**config.mk**
```make
export PLATFORM = sky130hd
export DESIGN_NAME = sparse_max_row_variance_core
export DESIGN_NICKNAME = d
export VERILOG_FILES = /design/src/design/smrv_pkg.sv /design/src/design/smrv_accum.sv /design/src/design/smrv_sqr.sv /design/src/design/smrv_div.sv /design/src/design/sparse_max_row_variance_core.sv
export SDC_FILE = /design/constraint.sdc
export NUM_CORES = 2
export LEC_CHECK = 0
export BUFFER_PORTS_ARGS = -buffer_cell sky130_fd_sc_hd__clkbuf_2
export CORE_ASPECT_RATIO = 1.25
export CORE_UTILIZATION = 53
export DETAILED_ROUTE_END_ITERATION = 16
export PLACE_DENSITY_LB_ADDON = 0.15
export SLEW_MARGIN = 10
export SYNTH_ARGS = -nofsm -noshare
export SYNTH_HDL_FRONTEND = slang
export SYNTH_SLANG_ARGS = --single-unit
```
**constraint.sdc**
```tcl
create_clock -name clk -period 12.7 [get_ports clk]
set_clock_uncertainty 0.15 [all_clocks]
set_input_delay 2.54 -clock clk [delete_from_list [all_inputs] [get_ports clk]]
set_output_delay 2.54 -clock clk [all_outputs]
set_load 0.1 [all_outputs]
```
**src/design/smrv_pkg.sv**
```systemverilog
// Package for the sparse matrix maximum row variance core.
// Holds field widths, default parameter values and the accumulator control type.
// Used by every module in the design folder.
package smrv_pkg;

  localparam int VALUE_W = 24;
  localparam int NUM_COLS_W = 17;
  localparam int SUM_W = 41;
  localparam int SQS_W = 64;
  localparam int SQ_W = 2 * SUM_W;
  localparam int VAR_W = 47;

  localparam int DEF_MAX_COLUMNS = 65536;
  localparam int DEF_VALUE_BITS = 24;

  typedef struct packed {
    logic load;
    logic add;
    logic clear;
  } acc_ctl_t;

endpackage

```
**src/design/smrv_accum.sv**
```systemverilog
// Row accumulators: saturating sum and sum of squares of the incoming values.
// Squares one value per transaction with a single registered multiplier.
// Depends on smrv_pkg.
module smrv_accum #(
  parameter int VALUE_BITS = smrv_pkg::DEF_VALUE_BITS
) (
  input  logic                                   clk,
  input  logic                                   rst,
  input  smrv_pkg::acc_ctl_t                     ctl,
  input  logic signed [smrv_pkg::VALUE_W-1:0]    value,
  output logic signed [smrv_pkg::SUM_W-1:0]      row_sum,
  output logic        [smrv_pkg::SQS_W-1:0]      row_sum_squares,
  output logic                                   overflow_mark
);
  import smrv_pkg::*;

  localparam int SHIFT = VALUE_W - VALUE_BITS;

  logic signed [VALUE_W-1:0]   vsh;
  logic signed [VALUE_W-1:0]   xs;
  logic        [VALUE_W-1:0]   ax;
  logic        [2*VALUE_W-1:0] sq_in;
  logic signed [VALUE_W-1:0]   x;
  logic        [2*VALUE_W-1:0] sq;
  logic signed [SUM_W:0]       ns;
  logic        [SQS_W:0]       ss;

  always_comb begin
    vsh = value <<< SHIFT;
    xs = vsh >>> SHIFT;
    ax = xs[VALUE_W-1] ? VALUE_W'(-xs) : VALUE_W'(xs);
    sq_in = ax * ax;
    ns = (SUM_W+1)'(row_sum) + (SUM_W+1)'(x);
    ss = {1'b0, row_sum_squares} + (SQS_W+1)'(sq);
  end

  always_ff @(posedge clk) begin
    if (ctl.load) begin
      x <= xs;
      sq <= sq_in;
    end
  end

  always_ff @(posedge clk) begin
    if (rst || ctl.clear) begin
      row_sum <= '0;
      row_sum_squares <= '0;
      overflow_mark <= 1'b0;
    end else if (ctl.add) begin
      if (ns[SUM_W] != ns[SUM_W-1]) begin
        row_sum <= ns[SUM_W] ? {1'b1, {(SUM_W-1){1'b0}}} : {1'b0, {(SUM_W-1){1'b1}}};
      end else begin
        row_sum <= ns[SUM_W-1:0];
      end
      if (ss[SQS_W]) begin
        row_sum_squares <= '1;
      end else begin
        row_sum_squares <= ss[SQS_W-1:0];
      end
      overflow_mark <= overflow_mark || (ns[SUM_W] != ns[SUM_W-1]) || ss[SQS_W];
    end
  end

endmodule

```
**src/design/smrv_sqr.sv**
```systemverilog
// Iterative shift-and-add squarer, one multiplier bit per cycle.
// Squares the magnitude of the row sum for the variance calculation.
// Depends on smrv_pkg.
module smrv_sqr (
  input  logic                        clk,
  input  logic                        rst,
  input  logic                        start,
  input  logic [smrv_pkg::SUM_W-1:0]  a,
  output logic                        done,
  output logic [smrv_pkg::SQ_W-1:0]   prod
);
  import smrv_pkg::*;

  localparam int CW = $clog2(SUM_W);
  localparam logic [CW-1:0] LAST = CW'(SUM_W - 1);

  logic             busy;
  logic [CW-1:0]    cnt;
  logic [SUM_W-1:0] areg;
  logic [SUM_W-1:0] mreg;
  logic [SQ_W-1:0]  prod_next;

  always_comb begin
    prod_next = {prod[SQ_W-2:0], 1'b0} + (mreg[SUM_W-1] ? SQ_W'(areg) : '0);
  end

  always_ff @(posedge clk) begin
    if (rst) begin
      busy <= 1'b0;
      done <= 1'b0;
      cnt <= '0;
    end else begin
      done <= busy && (cnt == LAST);
      if (start) begin
        busy <= 1'b1;
        cnt <= '0;
      end else if (busy) begin
        cnt <= cnt + 1'b1;
        if (cnt == LAST) begin
          busy <= 1'b0;
        end
      end
    end
  end

  always_ff @(posedge clk) begin
    if (start) begin
      areg <= a;
      mreg <= a;
      prod <= '0;
    end else if (busy) begin
      prod <= prod_next;
      mreg <= {mreg[SUM_W-2:0], 1'b0};
    end
  end

endmodule

```
**src/design/smrv_div.sv**
```systemverilog
// Restoring divider, one quotient bit per cycle, shared by both divisions by N.
// Divides a wide unsigned dividend by the clamped column count.
// Depends on smrv_pkg.
module smrv_div #(
  parameter int NW = 17
) (
  input  logic                       clk,
  input  logic                       rst,
  input  logic                       start,
  input  logic [smrv_pkg::SQ_W-1:0]  dividend,
  input  logic [NW-1:0]              divisor,
  output logic                       done,
  output logic [smrv_pkg::SQ_W-1:0]  quotient
);
  import smrv_pkg::*;

  localparam int CW = $clog2(SQ_W);
  localparam logic [CW-1:0] LAST = CW'(SQ_W - 1);

  logic          busy;
  logic [CW-1:0] cnt;
  logic [NW-1:0] rem;
  logic [NW:0]   rs;
  logic          ge;

  always_comb begin
    rs = {rem, quotient[SQ_W-1]};
    ge = rs >= {1'b0, divisor};
  end

  always_ff @(posedge clk) begin
    if (rst) begin
      busy <= 1'b0;
      done <= 1'b0;
      cnt <= '0;
    end else begin
      done <= busy && (cnt == LAST);
      if (start) begin
        busy <= 1'b1;
        cnt <= '0;
      end else if (busy) begin
        cnt <= cnt + 1'b1;
        if (cnt == LAST) begin
          busy <= 1'b0;
        end
      end
    end
  end

  always_ff @(posedge clk) begin
    if (start) begin
      rem <= '0;
      quotient <= dividend;
    end else if (busy) begin
      rem <= ge ? NW'(rs - {1'b0, divisor}) : NW'(rs);
      quotient <= {quotient[SQ_W-2:0], ge};
    end
  end

endmodule

```
**src/design/sparse_max_row_variance_core.sv**
```systemverilog
// Sparse matrix maximum row variance core; uses smrv_pkg, smrv_accum, smrv_sqr, smrv_div.
// An entry that does not end a row goes via S_ACC back to S_IDLE to accept the next entry.
// A row-ending entry runs a 41-step squarer and then two 82-step divisions by N in turn;
// the result is loaded into the output register from S_DONE once the output is not stalled.
// The next entry is accepted while a result waits; the next row end waits for that result.
// Synchronous reset clears the sums, the maximum, the state and sets the column count to 1.
module sparse_max_row_variance_core #(
  parameter int MAX_COLUMNS = smrv_pkg::DEF_MAX_COLUMNS,
  parameter int VALUE_BITS = smrv_pkg::DEF_VALUE_BITS
) (
  input  logic                                 clk,
  input  logic                                 rst,
  input  logic                                 cfg_we,
  input  logic [smrv_pkg::NUM_COLS_W-1:0]      cfg_wdata,
  input  logic                                 in_valid,
  output logic                                 in_stall,
  input  logic signed [smrv_pkg::VALUE_W-1:0]  value,
  input  logic                                 row_end,
  input  logic                                 matrix_end,
  output logic                                 out_valid,
  input  logic                                 out_stall,
  output logic [smrv_pkg::VAR_W-1:0]           row_variance,
  output logic [smrv_pkg::VAR_W-1:0]           max_variance,
  output logic                                 is_final,
  output logic                                 saturated
);
  import smrv_pkg::*;

  localparam int NW = $clog2(MAX_COLUMNS + 1);
  localparam logic [NUM_COLS_W-1:0] MAX_N = NUM_COLS_W'(MAX_COLUMNS);

  typedef enum logic [7:0] {
    S_IDLE = 8'b00000001,
    S_ACC  = 8'b00000010,
    S_SQS  = 8'b00000100,
    S_SQW  = 8'b00001000,
    S_D1W  = 8'b00010000,
    S_DIFF = 8'b00100000,
    S_D2W  = 8'b01000000,
    S_DONE = 8'b10000000
  } state_t;

  state_t state, state_next;

  logic [NUM_COLS_W-1:0] num_cols;
  logic [NUM_COLS_W-1:0] n_clamp;
  logic [NW-1:0]         n;
  logic                  end_row;
  logic                  fin;
  logic [VAR_W-1:0]      running_max;
  logic [SQS_W-1:0]      d;
  logic [SQS_W-1:0]      d_next;
  logic [SQS_W-1:0]      q64;
  logic [VAR_W-1:0]      var_sat;
  logic [VAR_W-1:0]      max_next;
  logic                  in_acc;
  logic                  out_load;

  acc_ctl_t              acc_ctl;
  logic signed [SUM_W-1:0] row_sum;
  logic [SQS_W-1:0]      row_sum_squares;
  logic                  overflow_mark;
  logic [SUM_W-1:0]      a_mag;

  logic                  sqr_start;
  logic                  sqr_done;
  logic [SQ_W-1:0]       sqr_prod;
  logic                  div_start;
  logic                  div_done;
  logic [SQ_W-1:0]       div_in;
  logic [SQ_W-1:0]       div_q;

  smrv_accum #(.VALUE_BITS(VALUE_BITS)) u_accum (
    .clk             (clk),
    .rst             (rst),
    .ctl             (acc_ctl),
    .value           (value),
    .row_sum         (row_sum),
    .row_sum_squares (row_sum_squares),
    .overflow_mark   (overflow_mark)
  );

  smrv_sqr u_sqr (
    .clk   (clk),
    .rst   (rst),
    .start (sqr_start),
    .a     (a_mag),
    .done  (sqr_done),
    .prod  (sqr_prod)
  );

  smrv_div #(.NW(NW)) u_div (
    .clk      (clk),
    .rst      (rst),
    .start    (div_start),
    .dividend (div_in),
    .divisor  (n),
    .done     (div_done),
    .quotient (div_q)
  );

  always_comb begin
    in_stall = (state != S_IDLE);
    in_acc = in_valid && !in_stall;
    out_load = (state == S_DONE) && (!out_valid || !out_stall);

    if (num_cols == '0) begin
      n_clamp = NUM_COLS_W'(1);
    end else if (num_cols > MAX_N) begin
      n_clamp = MAX_N;
    end else begin
      n_clamp = num_cols;
    end
    n = NW'(n_clamp);

    a_mag = row_sum[SUM_W-1] ? SUM_W'(-row_sum) : SUM_W'(row_sum);

    q64 = (|div_q[SQ_W-1:SQS_W]) ? '1 : div_q[SQS_W-1:0];
    d_next = (row_sum_squares > q64) ? row_sum_squares - q64 : '0;
    var_sat = (|div_q[SQ_W-1:VAR_W]) ? '1 : div_q[VAR_W-1:0];
    max_next = (var_sat > running_max) ? var_sat : running_max;

    acc_ctl.load = in_acc;
    acc_ctl.add = (state == S_ACC);
    acc_ctl.clear = out_load;

    sqr_start = (state == S_SQS);
    div_start = ((state == S_SQW) && sqr_done) || (state == S_DIFF);
    div_in = (state == S_DIFF) ? SQ_W'(d) : sqr_prod;

    state_next = state;
    case (state)
      S_IDLE: begin
        if (in_acc) begin
          state_next = S_ACC;
        end
      end
      S_ACC: begin
        state_next = end_row ? S_SQS : S_IDLE;
      end
      S_SQS: begin
        state_next = S_SQW;
      end
      S_SQW: begin
        if (sqr_done) begin
          state_next = S_D1W;
        end
      end
      S_D1W: begin
        if (div_done) begin
          state_next = S_DIFF;
        end
      end
      S_DIFF: begin
        state_next = S_D2W;
      end
      S_D2W: begin
        if (div_done) begin
          state_next = S_DONE;
        end
      end
      S_DONE: begin
        if (out_load) begin
          state_next = S_IDLE;
        end
      end
      default: begin
        state_next = S_IDLE;
      end
    endcase
  end

  always_ff @(posedge clk) begin
    if (rst) begin
      state <= S_IDLE;
      num_cols <= NUM_COLS_W'(1);
      running_max <= '0;
      out_valid <= 1'b0;
    end else begin
      state <= state_next;
      if (cfg_we) begin
        num_cols <= cfg_wdata;
      end
      if (out_load) begin
        running_max <= fin ? '0 : max_next;
        out_valid <= 1'b1;
      end else if (out_valid && !out_stall) begin
        out_valid <= 1'b0;
      end
    end
  end

  always_ff @(posedge clk) begin
    if (in_acc) begin
      end_row <= row_end || matrix_end;
      fin <= matrix_end;
    end
    if ((state == S_D1W) && div_done) begin
      d <= d_next;
    end
    if (out_load) begin
      row_variance <= var_sat;
      max_variance <= max_next;
      is_final <= fin;
      saturated <= overflow_mark;
    end
  end

endmodule
```
==> reports/metrics.yaml <==
ys_seq_area_frac: 0.315
vias: 44100
synth_edf_count: 396
firstDrtPassIters: 8
num_io_pins: 146
critPathMaxStageDelay_ns: 0.59
clock_latency_ns: 0.63
max_freq_ghz: 0.0870
grt_pass1_vias: 43500
cpMostUsedCell: "fa_1"
ant_nets: 0
reg2reg_depth: 20
dpl_cell_area_um2: 58600
synth_flop_cell: "edfxtp_1"
tightest_slew_ns: 1.13
path_class: "input port to register"
drtIter0Drc: 3047
synthDistinctLibCells: 102
min_period_over_period: 0.905
fin_crit_ns: 11.50
areaGrowthSynthToFinish_pct: 8.30
globalRoute.busiestLayer: "met2"
grt.overflow.total: 0
outcome: "complete, no violations"
regToRegEndpoint: "running_max[12]$_SDFFE_PP0P_"
via_per_inst: 5.69
synth_area_um2: 56500
r2r_slack_ns: 5.60
postCtsSetupBuffers: 0
nets: 7188
setup_viol: 0
slew_viol_final: 0
drt-total-wl_um: 153000
arrival_ns: 11.71
grt_use_met2: 0.482
path_clk_slew_ns: 0.06
min_to: "saturated$_DFFE_PP_"
cp-start-kind: "input port"
row_count: 133
gp_congestion: 0.969
final_area_um2: 61200
die_w_um: 294
numCtsBuffers: 76
synth_seq_cells: 691
track_usage: 0.283
die_area_um2: 108000
die_h_um: 367
grt_antenna_before_repair: 2
syn_area_per_cell_um2: 9.07
synth_warnings: 0
gr-usage-met1: 0.362
htreeDepth: 3
start_util: 0.536
hpwl_um: 119000
rsz0062_at_grt: "no"
crit_slowest_cell: "fa_1"
clock-sinks: 691
r2r_start: "u_div.quotient[79]$_DFFE_PP_"
io_buffers: 145
synthArstFlopShare: 0
drc: 0
filler_cell_count: 9568
cts_resized: 0
final_core_util: 0.580
hold_start: "u_accum.overflow_mark$_SDFFE_PP0N_"
grt_pass1_wl_um: 240000
fin_setup_tns_ns: 0
ctsLongestPathBuffers: 3
coreArea_um2: 106000
min_path_cells: 0
path_max_fanout: 7
drive_gt1_frac: 0.0686
syn_inst: 6228
antenna_cells: 0
grt_max_degree: 97
cap_violations: 0
wire_per_inst_um: 19.7
gr-usage-met3: 0.0322
hold_path.class: "register to register"
end_kind: "register"
worstPathRequired_ns: 12.91
cts_tree: "built"
cts_root_buf: "clkbuf_16"
relSlewSlack: 0.244
hold_buffers: 0
final_hold_viol_count: 0
## layout by cell type, fill, tap and decap left out, types with 16 or more instances in the layout
cell and count:
inv_1 712, a21oi_1 470, fa_1 434, xor2_1 140
nand2b_1 44, nor4_1 22, nand3_1 82, o31ai_1 22
ha_1 432, nor2_1 754, o21ai_0 328, or2_2 34
a31oi_1 63, and3_1 33, nand2_1 511, clkbuf_16 81
edfxtp_1 396, mux2i_1 48, o31a_1 16, a211oi_1 51
and2_1 59, o211ai_1 21, dfxtp_1 294, o22ai_1 71
conb_1 19, or2_1 27, or3_1 24, o21a_1 26
a22oi_1 48, nand4_1 80, o21bai_1 46, a21o_1 148
nor2b_1 37, buf_4 67, nor3_1 64, xnor2_1 211
clkbuf_2 144, o21ai_1 19
## Yosys cell counts (all sizes together) (10+ instances only)
library cell,count,area [um^2]
nor2,760,2860
inv,717,2690
nand2,513,1930
a21oi,473,2390
fa,434,8690
ha,432,5410
edfxtp,396,11900
o21ai,349,1750
dfxtp,295,5910
clkbuf,229,861
xnor2,212,1860
a21o,148,1110
xor2,143,1270
nand3,83,428
nand4,80,500
o22ai,71,444
nor3,67,345
a31oi,64,407
or2,61,382
and2,59,369
a211oi,52,395
a22oi,48,360
mux2i,48,480
o21bai,46,345
nand2b,44,275
nor2b,37,231
and3,34,213
buf,32,169
o21a,26,195
or3,25,156
nor4,24,163
o31ai,24,199
o211ai,21,158
o31a,16,140
o41ai,16,196
nand3b,11,82.6
or4,10,75.1
## worst max-delay path by stage
stage | startpoint | endpoint
5_1_grt | value[2] | u_accum.sq[47]$_DFFE_PP_
3_5_place_dp | value[2] | u_accum.sq[47]$_DFFE_PP_
3_3_place_gp | value[2] | u_accum.sq[47]$_DFFE_PP_
4_1_cts | value[2] | u_accum.sq[47]$_DFFE_PP_
2_1_floorplan | value[0] | u_accum.sq[47]$_DFFE_PP_
6_report | value[2] | u_accum.sq[47]$_DFFE_PP_
## layout make-up
| class | instances | area (um^2) | share of cell area |
|---|---|---|---|
| Tap cell | 1417 | 1770 | 0.0290 |
| Sequential cell | 691 | 17800 | 0.291 |
| Multi-Input combinational cell | 4573 | 35100 | 0.574 |
| Clock inverter | 42 | 397 | 0.00648 |
| Timing Repair Buffer | 212 | 1230 | 0.0201 |
| Inverter | 720 | 2710 | 0.0443 |
| Clock buffer | 99 | 2160 | 0.0354 |
## routing by layer
layer,part of all wire,vias up
met2,0.48,1251
met3,0.052,265
met4,0.046,2
met1,0.42,21200
li1,-,21400
met5,0.000085,-
## logic make-up after synthesis
family          after synthesis  share of synthesized area
flops                       691                      0.315
xor+xnor                    355                     0.0555
mux                          50                    0.00890
compound gates             1443                      0.158
fa+ha+maj                   870                      0.250
simple gates               1836                      0.146
other cells                   2                   0.000133
buf+inv                     981                     0.0661
## sequential cells by signal (all words and copies together), names as in the netlist, 6 cells and up
signal,count
u_accum.row_sum_squares,64
u_accum.sq,47
u_sqr.cnt,6
num_cols,17
u_div.rem,17
d,64
u_sqr.prod,82
u_accum.x,23
state,8
u_div.cnt,7
running_max,47
u_sqr.mreg,41
u_div.quotient,82
row_variance,47
u_accum.row_sum,41
u_sqr.areg,41
max_variance,47
## worst max-delay path: cells and delay by family
family	cells	cell delay, ns
buf+inv	4	0.26
compound gates	9	2.28
fa+ha+maj	8	4.00
xor+xnor	2	0.61
simple gates	7	2.00
## stage by stage
stage	instances	worst slack, ns	hold slack, ns
2_1_floorplan	6245	1.38	0.259
3_3_place_gp	7613	0.764	0.267
3_5_place_dp	7613	0.650	0.282
4_1_cts	7754	1.31	0.286
5_1_grt	7754	0.820	0.295
6_report	7754	1.20	0.286
Power is left out: the tool's default activity adds up to more than one toggle a clock period on the data nets, which glitch-free logic cannot reach.
